<file path="src/rtl/core/ptwo_pkg.sv">
// Package: shared codes and types of the periodic timer
`timescale 1ns / 1ps
`default_nettype none
package ptwo_pkg;

   localparam int MODE_BITS = 2;

   localparam logic [MODE_BITS-1:0] MODE_OBSERVE    = 2'd0;
   localparam logic [MODE_BITS-1:0] MODE_SCHEDULE   = 2'd1;
   localparam logic [MODE_BITS-1:0] MODE_READ_CLEAR = 2'd2;

   typedef enum logic [2:0] {
      ST_IDLE,
      ST_EXEC,
      ST_DIV,
      ST_ADVANCE,
      ST_REPORT
   } state_type;

endpackage
`default_nettype wire

</file>
<file path="src/rtl/core/ptwo_ifs.sv">
// Request and response channel interfaces of the periodic timer
`timescale 1ns / 1ps
`default_nettype none
interface ptwo_req_if import ptwo_pkg::*; #(
   parameter int TIME_BITS = 48
);
   logic                 valid;
   logic                 ready;
   logic [MODE_BITS-1:0] mode;
   logic [TIME_BITS-1:0] now_time;
   logic                 is_absolute;
   logic [TIME_BITS-1:0] start_time;
   logic [TIME_BITS-1:0] period_ticks;

   modport source (output valid, mode, now_time, is_absolute, start_time, period_ticks,
                   input ready);
   modport sink   (input valid, mode, now_time, is_absolute, start_time, period_ticks,
                   output ready);
endinterface

interface ptwo_rsp_if #(
   parameter int OVERRUN_BITS = 32
);
   logic                    valid;
   logic                    ready;
   logic                    fired;
   logic [OVERRUN_BITS-1:0] overrun_count;
   logic                    armed;

   modport source (output valid, fired, overrun_count, armed, input ready);
   modport sink   (input valid, fired, overrun_count, armed, output ready);
endinterface
`default_nettype wire

</file>
<file path="src/rtl/core/ptwo_divider.sv">
// Bit-serial restoring divider: one quotient bit per cycle
`timescale 1ns / 1ps
`default_nettype none
module ptwo_divider #(
   parameter int WIDTH = 48
) (
   input  logic             clock,
   input  logic             reset,
   input  logic             start,
   input  logic [WIDTH-1:0] dividend,
   input  logic [WIDTH-1:0] divisor,
   output logic             done,
   output logic [WIDTH-1:0] quotient,
   output logic [WIDTH-1:0] remainder
);

   localparam int CNT_BITS = (WIDTH > 1) ? $clog2(WIDTH) : 1;

   logic                busy_ff, busy_in;
   logic                done_ff, done_in;
   logic [CNT_BITS-1:0] cnt_ff, cnt_in;
   logic [WIDTH-1:0]    quo_ff, quo_in;   // dividend shifts out, quotient shifts in
   logic [WIDTH-1:0]    rem_ff, rem_in;
   logic [WIDTH-1:0]    dvs_ff, dvs_in;
   logic [WIDTH:0]      shifted;
   logic [WIDTH+1:0]    trial;

   always_comb begin
      shifted = {rem_ff, quo_ff[WIDTH-1]};
      trial   = {1'b0, shifted} - {2'b00, dvs_ff};
      busy_in = busy_ff;
      done_in = 1'b0;
      cnt_in  = cnt_ff;
      quo_in  = quo_ff;
      rem_in  = rem_ff;
      dvs_in  = dvs_ff;
      if (start) begin
         busy_in = 1'b1;
         cnt_in  = CNT_BITS'(WIDTH - 1);
         quo_in  = dividend;
         rem_in  = '0;
         dvs_in  = divisor;
      end else if (busy_ff) begin
         if (!trial[WIDTH+1]) begin
            rem_in = trial[WIDTH-1:0];
            quo_in = {quo_ff[WIDTH-2:0], 1'b1};
         end else begin
            rem_in = shifted[WIDTH-1:0];
            quo_in = {quo_ff[WIDTH-2:0], 1'b0};
         end
         cnt_in = cnt_ff - 1'b1;
         if (cnt_ff == '0) begin
            busy_in = 1'b0;
            done_in = 1'b1;
         end
      end
   end

   always_ff @(posedge clock) begin
      if (reset) begin
         busy_ff <= 1'b0;
         done_ff <= 1'b0;
      end else begin
         busy_ff <= busy_in;
         done_ff <= done_in;
      end
      cnt_ff <= cnt_in;
      quo_ff <= quo_in;
      rem_ff <= rem_in;
      dvs_ff <= dvs_in;
   end

   assign done      = done_ff;
   assign quotient  = quo_ff;
   assign remainder = rem_ff;

endmodule
`default_nettype wire

</file>
<file path="src/rtl/core/periodic_timer_with_overruns.sv">
// Top level: periodic deadline timer with a saturating overrun counter
//
// One request transaction in, one response transaction out. A request carries
// the current time and a mode: observe (check the deadline, fire, skip missed
// periods), schedule (set deadline and period; a start of zero disarms) or
// read-clear (report the overrun count, then zero it). The block handles one
// request at a time; the next request is taken as soon as the previous
// result sits in the response register, even if the sink has not taken it.
// Steps per request: the request is latched and then worked in EXEC. An
// observe past the deadline of a periodic timer passes through DIV and then
// ADVANCE, and any other observe that fires through ADVANCE alone, before
// REPORT loads the response register. The DIV step waits on the bit-serial
// divider, which works out the number of missed periods one quotient bit per
// cycle. A stalled response sink holds the block in its report step.
`timescale 1ns / 1ps
`default_nettype none
module periodic_timer_with_overruns import ptwo_pkg::*; #(
   parameter int TIME_BITS    = 48,
   parameter int OVERRUN_BITS = 32
) (
   input  logic       clock,
   input  logic       reset,
   ptwo_req_if.sink   req_chan,
   ptwo_rsp_if.source rsp_chan
);

   // Width used to add the quotient into the overrun counter without loss
   localparam int SUM_BITS =
      ((TIME_BITS > OVERRUN_BITS) ? TIME_BITS : OVERRUN_BITS) + 1;
   localparam logic [SUM_BITS-1:0] OVR_LIMIT = SUM_BITS'({OVERRUN_BITS{1'b1}});

   state_type state_ff, state_in;

   // Latched request
   logic [MODE_BITS-1:0] mode_ff;
   logic [TIME_BITS-1:0] now_ff;
   logic                 abs_ff;
   logic [TIME_BITS-1:0] start_ff;
   logic [TIME_BITS-1:0] per_ff;

   // Timer state
   logic [TIME_BITS-1:0]    deadline_ff, deadline_in;
   logic [TIME_BITS-1:0]    period_ff, period_in;
   logic [OVERRUN_BITS-1:0] missed_ff, missed_in;
   logic                    fired_ff, fired_in;

   // Response register
   logic                    rsp_valid_ff;
   logic                    rsp_fired_ff;
   logic [OVERRUN_BITS-1:0] rsp_count_ff;
   logic                    rsp_armed_ff;

   logic                 req_take;
   logic                 rsp_free;
   logic                 rsp_load;
   logic [TIME_BITS:0]   gap;        // now - deadline, top bit is the borrow
   logic                 now_ge;
   logic                 now_gt;
   logic [TIME_BITS-1:0] add_a, add_b;
   logic [TIME_BITS:0]   add_sum;
   logic [TIME_BITS-1:0] add_sat;    // saturating sum
   logic [SUM_BITS-1:0]  miss_sum;

   logic                 div_start;
   logic                 div_done;
   logic [TIME_BITS-1:0] div_quo;
   logic [TIME_BITS-1:0] div_rem;

   assign req_take = req_chan.valid && req_chan.ready;
   assign rsp_free = !rsp_valid_ff || rsp_chan.ready;
   assign rsp_load = (state_ff == ST_REPORT) && rsp_free;

   assign req_chan.ready = (state_ff == ST_IDLE);

   assign gap    = {1'b0, now_ff} - {1'b0, deadline_ff};
   assign now_ge = !gap[TIME_BITS];
   assign now_gt = now_ge && (gap[TIME_BITS-1:0] != '0);

   // One adder: relative start on schedule, deadline advance on fire
   assign add_a   = (state_ff == ST_ADVANCE) ? deadline_ff : now_ff;
   assign add_b   = (state_ff == ST_ADVANCE) ? period_ff : start_ff;
   assign add_sum = {1'b0, add_a} + {1'b0, add_b};
   assign add_sat = add_sum[TIME_BITS] ? '1 : add_sum[TIME_BITS-1:0];

   assign miss_sum = SUM_BITS'(missed_ff) + SUM_BITS'(div_quo);

   ptwo_divider #(
      .WIDTH (TIME_BITS)
   ) u_divider (
      .clock     (clock),
      .reset     (reset),
      .start     (div_start),
      .dividend  (gap[TIME_BITS-1:0]),
      .divisor   (period_ff),
      .done      (div_done),
      .quotient  (div_quo),
      .remainder (div_rem)
   );

   always_comb begin
      state_in    = state_ff;
      deadline_in = deadline_ff;
      period_in   = period_ff;
      missed_in   = missed_ff;
      fired_in    = fired_ff;
      div_start   = 1'b0;
      case (state_ff)
         ST_IDLE: begin
            if (req_take) begin
               fired_in = 1'b0;
               state_in = ST_EXEC;
            end
         end
         ST_EXEC: begin
            state_in = ST_REPORT;
            case (mode_ff)
               MODE_SCHEDULE: begin
                  if (start_ff == '0) begin
                     deadline_in = '0;
                     period_in   = '0;
                  end else begin
                     deadline_in = abs_ff ? start_ff : add_sat;
                     period_in   = per_ff;
                  end
               end
               MODE_OBSERVE: begin
                  if (deadline_ff != '0) begin
                     if ((period_ff != '0) && now_gt) begin
                        // past the deadline: count whole missed periods
                        div_start = 1'b1;
                        state_in  = ST_DIV;
                     end else if (now_ge) begin
                        state_in = ST_ADVANCE;
                     end
                  end
               end
               default: ;
            endcase
         end
         ST_DIV: begin
            if (div_done) begin
               // deadline + misses * period == now - remainder
               deadline_in = now_ff - div_rem;
               missed_in   = (miss_sum > OVR_LIMIT) ? '1 : miss_sum[OVERRUN_BITS-1:0];
               state_in    = ST_ADVANCE;
            end
         end
         ST_ADVANCE: begin
            fired_in    = 1'b1;
            deadline_in = (period_ff == '0) ? '0 : add_sat;
            state_in    = ST_REPORT;
         end
         ST_REPORT: begin
            if (rsp_free) begin
               if (mode_ff == MODE_READ_CLEAR) begin
                  missed_in = '0;
               end
               state_in = ST_IDLE;
            end
         end
         default: begin
            state_in = ST_IDLE;
         end
      endcase
   end

   always_ff @(posedge clock) begin
      if (reset) begin
         state_ff    <= ST_IDLE;
         deadline_ff <= '0;
         period_ff   <= '0;
         missed_ff   <= '0;
         fired_ff    <= 1'b0;
      end else begin
         state_ff    <= state_in;
         deadline_ff <= deadline_in;
         period_ff   <= period_in;
         missed_ff   <= missed_in;
         fired_ff    <= fired_in;
      end
   end

   // Request capture
   always_ff @(posedge clock) begin
      if (req_take) begin
         mode_ff  <= req_chan.mode;
         now_ff   <= req_chan.now_time;
         abs_ff   <= req_chan.is_absolute;
         start_ff <= req_chan.start_time;
         per_ff   <= req_chan.period_ticks;
      end
   end

   // Response register: report reads the counter before any clear
   always_ff @(posedge clock) begin
      if (reset) begin
         rsp_valid_ff <= 1'b0;
      end else if (rsp_load) begin
         rsp_valid_ff <= 1'b1;
      end else if (rsp_chan.ready) begin
         rsp_valid_ff <= 1'b0;
      end
      if (rsp_load) begin
         rsp_fired_ff <= fired_ff;
         rsp_count_ff <= missed_ff;
         rsp_armed_ff <= (deadline_ff != '0);
      end
   end

   assign rsp_chan.valid         = rsp_valid_ff;
   assign rsp_chan.fired         = rsp_fired_ff;
   assign rsp_chan.overrun_count = rsp_count_ff;
   assign rsp_chan.armed         = rsp_armed_ff;

endmodule
`default_nettype wire

</file>
<file path="src/flat_wrapper.sv">
// flat-port wrapper written by rule: the top's interface ports become plain ports
module periodic_timer_with_overruns_flat import ptwo_pkg::*;
#(
   parameter int TIME_BITS    = 48,
   parameter int OVERRUN_BITS = 32
)
  (clock, reset, req_chan_valid, req_chan_mode, req_chan_now_time, req_chan_is_absolute, req_chan_start_time, req_chan_period_ticks, req_chan_ready, rsp_chan_valid, rsp_chan_fired, rsp_chan_overrun_count, rsp_chan_armed, rsp_chan_ready);
  ptwo_req_if #(.TIME_BITS(TIME_BITS)) req_chan_i ();
  ptwo_rsp_if #(.OVERRUN_BITS(OVERRUN_BITS)) rsp_chan_i ();
  input  logic clock;
  input  logic reset;
  input wire logic [$bits(req_chan_i.valid)-1:0] req_chan_valid;
  input wire logic [$bits(req_chan_i.mode)-1:0] req_chan_mode;
  input wire logic [$bits(req_chan_i.now_time)-1:0] req_chan_now_time;
  input wire logic [$bits(req_chan_i.is_absolute)-1:0] req_chan_is_absolute;
  input wire logic [$bits(req_chan_i.start_time)-1:0] req_chan_start_time;
  input wire logic [$bits(req_chan_i.period_ticks)-1:0] req_chan_period_ticks;
  output wire logic [$bits(req_chan_i.ready)-1:0] req_chan_ready;
  output wire logic [$bits(rsp_chan_i.valid)-1:0] rsp_chan_valid;
  output wire logic [$bits(rsp_chan_i.fired)-1:0] rsp_chan_fired;
  output wire logic [$bits(rsp_chan_i.overrun_count)-1:0] rsp_chan_overrun_count;
  output wire logic [$bits(rsp_chan_i.armed)-1:0] rsp_chan_armed;
  input wire logic [$bits(rsp_chan_i.ready)-1:0] rsp_chan_ready;
  assign req_chan_i.valid = req_chan_valid;
  assign req_chan_i.mode = req_chan_mode;
  assign req_chan_i.now_time = req_chan_now_time;
  assign req_chan_i.is_absolute = req_chan_is_absolute;
  assign req_chan_i.start_time = req_chan_start_time;
  assign req_chan_i.period_ticks = req_chan_period_ticks;
  assign req_chan_ready = req_chan_i.ready;
  assign rsp_chan_valid = rsp_chan_i.valid;
  assign rsp_chan_fired = rsp_chan_i.fired;
  assign rsp_chan_overrun_count = rsp_chan_i.overrun_count;
  assign rsp_chan_armed = rsp_chan_i.armed;
  assign rsp_chan_i.ready = rsp_chan_ready;
  periodic_timer_with_overruns #(.TIME_BITS(TIME_BITS), .OVERRUN_BITS(OVERRUN_BITS)) u_core (.clock(clock), .reset(reset), .req_chan(req_chan_i), .rsp_chan(rsp_chan_i));
endmodule
</file>
<file path="config.mk">
export PLATFORM = sky130hd
export DESIGN_NAME = periodic_timer_with_overruns_flat
export DESIGN_NICKNAME = d
export VERILOG_FILES = /design/src/rtl/core/ptwo_pkg.sv /design/src/rtl/core/ptwo_ifs.sv /design/src/rtl/core/ptwo_divider.sv /design/src/rtl/core/periodic_timer_with_overruns.sv /design/src/flat_wrapper.sv
export SDC_FILE = /design/constraint.sdc
export NUM_CORES = 1
export LEC_CHECK = 0
export ABC_AREA = 1
export ABC_CLOCK_PERIOD_IN_PS = 9600
export BUFFER_PORTS_ARGS = -buffer_cell sky130_fd_sc_hd__buf_2
export CELL_PAD_IN_SITES_DETAIL_PLACEMENT = 1
export CELL_PAD_IN_SITES_GLOBAL_PLACEMENT = 1
export CORE_MARGIN = 4
export CORE_UTILIZATION = 50
export CTS_BUF_LIST = sky130_fd_sc_hd__clkbuf_8
export DETAILED_ROUTE_END_ITERATION = 8
export PLACE_DENSITY = 0.92
export SLEW_MARGIN = 20
export SYNTH_ARGS = -nofsm -noshare
export SYNTH_HDL_FRONTEND = slang
export SYNTH_SLANG_ARGS = --single-unit
</file>
<file path="constraint.sdc">
create_clock -name clock -period 9.6 [get_ports clock]
set_input_delay 0 -clock clock [delete_from_list [all_inputs] [get_ports clock]]
set_output_delay 0 -clock clock [all_outputs]
set_load 0.005 [all_outputs]
</file>
==> impl_metrics.toml, run 1 <==
[placed_design]
place_congestion = 1.090
port_buffers = 186
place_hpwl_um = 140000

[synth]
syn_inst = 5378
ys.flop_type = "edfxtp_1"
synth-edff-count = 277
synth_area_per_cell_um2 = 6.752
synthTopCellsByCount = "nand2_1 (1405), inv_1 (862), o21ai_0 (482), a21oi_1 (471), nor2_1 (452)"
synth.top_cell.area_share = 0.2291
synth.distinct_cells = 53
synthArstFlopShare = 0
yosysTopAreaCell = "edfxtp_1"
synth_seq_cells = 466
seq_area_frac_synth = 0.3333
yosys-top-cells-area = "edfxtp_1 (23%), nand2_1 (15%), dfxtp_1 (10%)"
yosysWarnings = 0
synthMostInstantiatedCell = "nand2_1"
synthesis.nets = 5758
synth_area_mm2 = 0.03631

[cts]
cts_resized = 0
cts-root-buf = "clkbuf_8"
cts.htree.levels = 3
clock_sinks = 466
clock_path_buffers = 3
cts_buffers = 83

[floorplanning]
ios = 187
fp-row-count = 98
die_h_um = 277.5
die_w_um = 277.5
initial_core_util = 0.5062

[global_routing]
gr-usage-all-layers = 0.6871
antenna_found_initial = 96
grt_overflow = 92
grt_max_degree = 97

[outcome]
failed_stage = "global routing"
toolErrorMsg = "[ERROR GRT-0232] Routing congestion too high. Check the congestion heatmap in the GUI."
status = "did not finish"
## stage by stage
step | hold slack (ns) | worst slack [ns] | area (um2) | util | instances
CTS | 0.0003084 | 4.255 | 42500 | 0.5924 | 6823
floorplan | 0.09887 | 5.510 | 36310 | - | 5378
global placement | 0.1763 | 4.492 | 38000 | 0.5298 | 6402
detailed placement | 0.1785 | 4.342 | 38000 | 0.5298 | 6402
## cells by family after synthesis
family,Yosys count,synth area share
compound gates,1225,0.1845
xor+xnor,107,0.02581
fa+ha+maj,229,0.07994
buf+inv,1005,0.1076
flops,466,0.3333
simple gates,2346,0.2689
## layer usage
metal / track usage / GRT overflow
met4: 0.6385 / 36
met1: 0.6867 / 1
met2: 0.8728 / 48
met3: 0.5189 / 7
met5: 0.3452 / 0
## what timing repair did
action	4_1_cts
setup buffers	0
hold buffers	266
hold endpoints to repair	179
==> run 2, diff against run 1 <==
Settings changed: CELL_PAD_IN_SITES_DETAIL_PLACEMENT 1 to default, CELL_PAD_IN_SITES_GLOBAL_PLACEMENT 1 to default, CORE_UTILIZATION 50 to 35, CTS_BUF_LIST sky130_fd_sc_hd__clkbuf_8 to default, PLACE_DENSITY 0.92 to default, PLACE_DENSITY_LB_ADDON from default to 0.15.
==> run 2 against run 1 <==
The flow now finishes without violations. Synthesized cell count stayed put. Area after synthesis stayed put.
==> impl_metrics.toml, run 2 <==
[route]
postRouteAntennaNets = 0
wl_um = 159300
via_per_inst = 5.240
vias = 37530
drc = 0
dr.pass1.iters = 6
wl_per_cell_um = 22.24
drtIter0Drc = 3490

[timing]
worst_slack_ns = 4.199
drv_slew = 0
min_period_ns = 5.401
tightest_slew_ns = 1.098
rsz0062_at_grt = "no"
setup_violations = 0
max_clock_freq_ghz = 0.1852
clock_skew_ns = 0.06829
fin_tns_setup_ns = 0
relSlewSlack = 0.2627
finalHoldViolCount = 0
finalCritPeriodShare = 0.5626

[floorplanning]
core-area_mm2 = 0.1023
fp-row-count = 117
die_w_um = 330.1
initial_core_util = 0.3549
die_h_um = 330.1
ios = 187
die_area_mm2 = 0.1090

[synth]
ys.flop_type = "edfxtp_1"
synthesis.nets = 5758
synth-edff-count = 277
syn_inst = 5378
synth.top_cell.area_share = 0.2291
synth_area_per_cell_um2 = 6.752
synth.distinct_cells = 53
synthArstFlopShare = 0
synth_seq_cells = 466
seq_area_frac_synth = 0.3333
synth_area_mm2 = 0.03631
yosys-top-cells-area = "edfxtp_1 (23%), nand2_1 (15%), dfxtp_1 (10%)"
synthTopCellsByCount = "nand2_1 (1405), inv_1 (862), o21ai_0 (482), a21oi_1 (471), nor2_1 (452)"
yosysTopAreaCell = "edfxtp_1"
synthMostInstantiatedCell = "nand2_1"
yosysWarnings = 0

[cts]
postCtsSetupBuffers = 0
clk_pin_slew_ns = 0.07
insertion_delay_ns = 0.69
clock_sinks = 466
cts_buffers = 56
cts-root-buf = "clkbuf_16"
cts.htree.levels = 2
cts_tree = "done"
clock_path_buffers = 3

[pwr]
p_leak_nw = 19.39
ir_drop_mv = 0.1681
p_per_area_mw_per_mm2 = 226.2

[placed_design]
place_hpwl_um = 129700
pre_cts_ws_ns = 4.318
port_buffers = 186
place_congestion = 0.9890
dpl-instance-area_mm2 = 0.03854

[global_routing]
grt_pass1_wl_um = 229000
grt_max_degree = 99
grt_pass1_vias = 35620
antenna_found_initial = 4
grt_overflow = 0
gr-usage-all-layers = 0.2840

[critical_path]
cp-start-kind = "flop"
cp_num_buf_inv = 6
reg2reg_slack_ns = 4.20
worstPathArrival_ns = 5.98
slowest_delay_ns = 0.70
critPathCaptureType = "flop"
crit_family = "buffers and inverters"
critPathRequiredTime_ns = 10.18
slowest_stage = "buf_4"
path_common_cell = "nand2_1"
cp_cell_sequence = "inv_1 -> nand2_1 -> nor2_4 -> inv_2 -> buf_4 -> o21ai_0 -> ha_1 -> a21oi_1 -> o21ai_2 -> a21oi_1 -> o21bai_1 -> nand2_1 -> nand2_1 -> nand2_1 -> nand2_1 -> nand2_1 -> nand3_1 -> buf_4 -> inv_2 -> nand3_1 -> o21ai_0 -> nand3_1 -> nand2_1 -> inv_1"
crit_fanout = 98
path_class = "flop to flop"

[final_layout]
fin_area_mm2 = 0.04277
mostFrequentLayoutCells = "nand2_1 (1402), inv_1 (858), o21ai_0 (482), a21oi_1 (471), nor2_1 (449)"
final_nets = 6127
mostFrequentLayoutCell = "nand2_1"
drive_gt1_frac = 0.06370
syn_to_final_growth_pct = 17.79

[outcome]
status = "completed"

[worst_hold_path]
hold_class = "input pin to flop"

[run]
cap_violations = 0
[run 2: where the power goes]
part	switching, mW	internal, mW	total (mW)
Sequential	0.286	2.44	2.73
Clock	0.937	1.19	2.13
Combinational	3.34	1.48	4.82
Total	4.56	5.12	9.68
[run 2: logic make-up (layout without fill, tap and decap cells)]
logic type,Yosys count,count (layout),synth area share
AOI/OAI and AO/OA,1225,1225,0.1845
buffers and inverters,1005,1420,0.1076
adders and majority gates,229,229,0.07994
DFF,466,466,0.3333
other,0,1,0
xor gates and xnor gates,107,107,0.02581
and+or+nand+nor,2346,2346,0.2689
[run 2: per-stage QoR]
step,hold slack (ns),utilization,power [mW],instances
floorplan,0.09887,-,5.824,5378
global placement,0.1760,0.3766,7.430,6819
detailed placement,0.1781,0.3766,7.398,6819
CTS,0.00004252,0.4179,9.637,7161
global route,0.01414,0.4180,10.33,7162
finish,0.03091,0.4180,9.676,7162
[run 2: metal layers]
metal / wire length (um) / vias to the layer above / GRT usage
li1: - / 18630 / -
met1: 69100 / 17360 / 0.3748
met2: 72160 / 1294 / 0.4673
met3: 10140 / 250 / 0.03679
met4: 7858 / 0 / 0.1232
met5: 0 / - / 0
[run 2: area by class of cell]
type	instances	area, um2
Inverter	869	3267
Timing Repair Buffer	447	3486
Antenna cell	1	2.502
Multi-Input combinational cell	3907	20360
Clock buffer	69	1490
Fill cell	10900	59550
Sequential cell	466	12100
Tap cell	1368	1712
Clock inverter	35	350.3
[run 2: path summary, 6_finish.rpt]
| path | cells after the start | start | end |
|---|---|---|---|
| worst min register to register | 0 | u_core.missed_ff[23]$_SDFFE_PP0P_ | u_core.rsp_chan.overrun_count[23]$_DFFE_PP_ |
| worst max register to register | 24 | u_core.state_ff[2]$_SDFFE_PP0P_ | u_core.deadline_ff[46]$_SDFFE_PP0P_ |
| worst max-delay path | 24 | u_core.state_ff[2]$_SDFFE_PP0P_ | u_core.deadline_ff[46]$_SDFFE_PP0P_ |
| worst min-delay path | 2 | req_chan_period_ticks[4] | u_core.per_ff[4]$_DFFE_PP_ |
[run 2: timing repair]
item                                   4_1_cts  5_1_grt
gates resized for setup                      0        0
hold buffers                               238        0
endpoints found under the hold margin      151        0
No activity file was read; power rests on OpenSTA's default activity.
==> run 3, diff against run 2 <==
Settings changed: ABC_CLOCK_PERIOD_IN_PS 9600 to 4400.
Clock period 9.6 ns to 4.4 ns, I/O delays scaled along.
==> run 3 against run 2 <==
Clock-buffer cell count is 2 lower. Power is 120% higher. Worst hold slack worse by 0.0088 ns.
==> impl_metrics.toml, run 3 (synthesis results as in run 2) <==
[route]
postRouteAntennaNets = 0
met2_length_um = 69860
drc = 0
wl_um = 155400
dr.pass1.iters = 9
m1WireLength_um = 68120
dr.max_layer_used = "met4"
vias = 37650
via_per_inst = 5.229
wl_met3_um = 9323
wl_per_cell_um = 21.58
drtIter0Drc = 3223

[global_routing]
grt_pass1_vias = 35390
grt_max_degree = 97
antenna_found_initial = 1
grt_pass1_wl_um = 225500
gr-usage-all-layers = 0.2779
grt_overflow = 0

[placed_design]
place_hpwl_um = 127300
pre_cts_ws_ns = 0.1294
port_buffers = 186
dp.cells = 6900
place_congestion = 1.004

[final_layout]
mostFrequentLayoutCell = "nand2_1"
finish.utilization = 0.4218
drive_gt1_frac = 0.07785
final_nets = 6164
mostFrequentLayoutCells = "nand2_1 (1402), inv_1 (858), o21ai_0 (481), a21oi_1 (471), nor2_1 (449)"
fill_cells = 10790
syn_to_final_growth_pct = 18.86
fin_cells = 7201

[critical_path]
cp.depth = 19
critPathRequiredTime_ns = 4.75
critPathCaptureType = "flop"
crit_fanout = 82
cp_num_buf_inv = 2
reg2reg_depth = 19
cp-start-kind = "flop"
worstPathArrival_ns = 4.50
path_class = "flop to flop"
slowest_stage = "edfxtp_1"
slowest_delay_ns = 0.60
path_common_cell = "nand2_1"
crit_family = "simple AND/OR/NAND/NOR gates"
cp_cell_sequence = "ha_1 -> nand2_1 -> nor2_1 -> nand2_1 -> nor2_1 -> inv_1 -> nor2_1 -> nand2_1 -> nand3_1 -> nand2_1 -> nand2_1 -> nand2_1 -> nor2_1 -> nand2_1 -> nor2_2 -> nand2_2 -> nand4_4 -> buf_12 -> o21ai_0"

[timing]
fin_tns_setup_ns = 0
tightest_slew_ns = 1.076
setup_violations = 0
clock_skew_ns = 0.06022
finalHoldViolCount = 0
worst_slack_ns = 0.2530
min_period_ns = 4.147
rsz0062_at_grt = "yes"
drv_slew = 0
hold_ws_ns = 0.02207
max_clock_freq_ghz = 0.2411
finalCritPeriodShare = 0.9425
relSlewSlack = 0.2828

[floorplanning]
die_h_um = 330.1
ios = 187
fp-row-count = 117
die_w_um = 330.1
initial_core_util = 0.3549
core-area_mm2 = 0.1023
die_area_mm2 = 0.1090

[run]
cap_violations = 0

[cts]
cts-root-buf = "clkbuf_16"
cts.htree.levels = 2
clock_path_buffers = 3
insertion_delay_ns = 0.70
clock_sinks = 466
cts_buffers = 56
cts_tree = "done"
clk_pin_slew_ns = 0.07

[pwr]
ir_drop_mv = 0.3822
p_leak_nw = 19.71
p_per_area_mw_per_mm2 = 497.9

[worst_hold_path]
worstHoldPathCells = 2
hold_class = "input pin to flop"

[outcome]
status = "completed"
[run 3: final timing paths]
path,endpoint,startpoint,slack [ns]
worst max register to register,u_core.u_divider.quotient[47]$_DFFE_PP_,u_core.now_ff[14]$_DFFE_PP_,0.25
worst max-delay path,u_core.u_divider.quotient[47]$_DFFE_PP_,u_core.now_ff[14]$_DFFE_PP_,0.25
worst min-delay path,u_core.per_ff[43]$_DFFE_PP_,req_chan_period_ticks[43],0.02
worst min register to register,u_core.rsp_chan.fired$_DFFE_PP_,u_core.fired_ff$_SDFFE_PP0P_,0.45
[run 3: cell type report]
cell class	count	area, um2	area share
clock inverter	39	480.5	0.01113
multi-input combinational	3907	20350	0.4714
antenna	1	2.502	0.00005798
timing repair buffer	484	3772	0.08740
clock buffer	67	1474	0.03415
inverter	869	3269	0.07575
tap	1368	1712	0.03966
sequential	466	12100	0.2804
[run 3: per-layer routing]
layer / GRT usage / vias to the layer above
met5: 0 / -
met3: 0.03085 / 241
li1: - / 18710
met1: 0.3711 / 17420
met4: 0.1240 / 0
met2: 0.4540 / 1288
[run 3: power by group]
part	switching, mW	internal (mW)	total, mW
logic	7.25	3.38	10.6
clock network	2.04	2.88	4.93
registers	0.600	5.32	5.93
[run 3: timing repair]
item                                    CTS  global route
endpoints found under the setup margin    0            61
resized for setup                         0             5
hold buffers                            192             0
endpoints found under the hold margin   150             0
buffers inserted                          0             2
[run 3: stage by stage]
step / total power, mW / cell area (um2)
detailed placement: 16.26 / 39230
finish: 21.49 / 43160
global placement: 16.30 / 39230
CTS: 21.39 / 43110
floorplan: 12.71 / 36310
global route: 22.92 / 43160
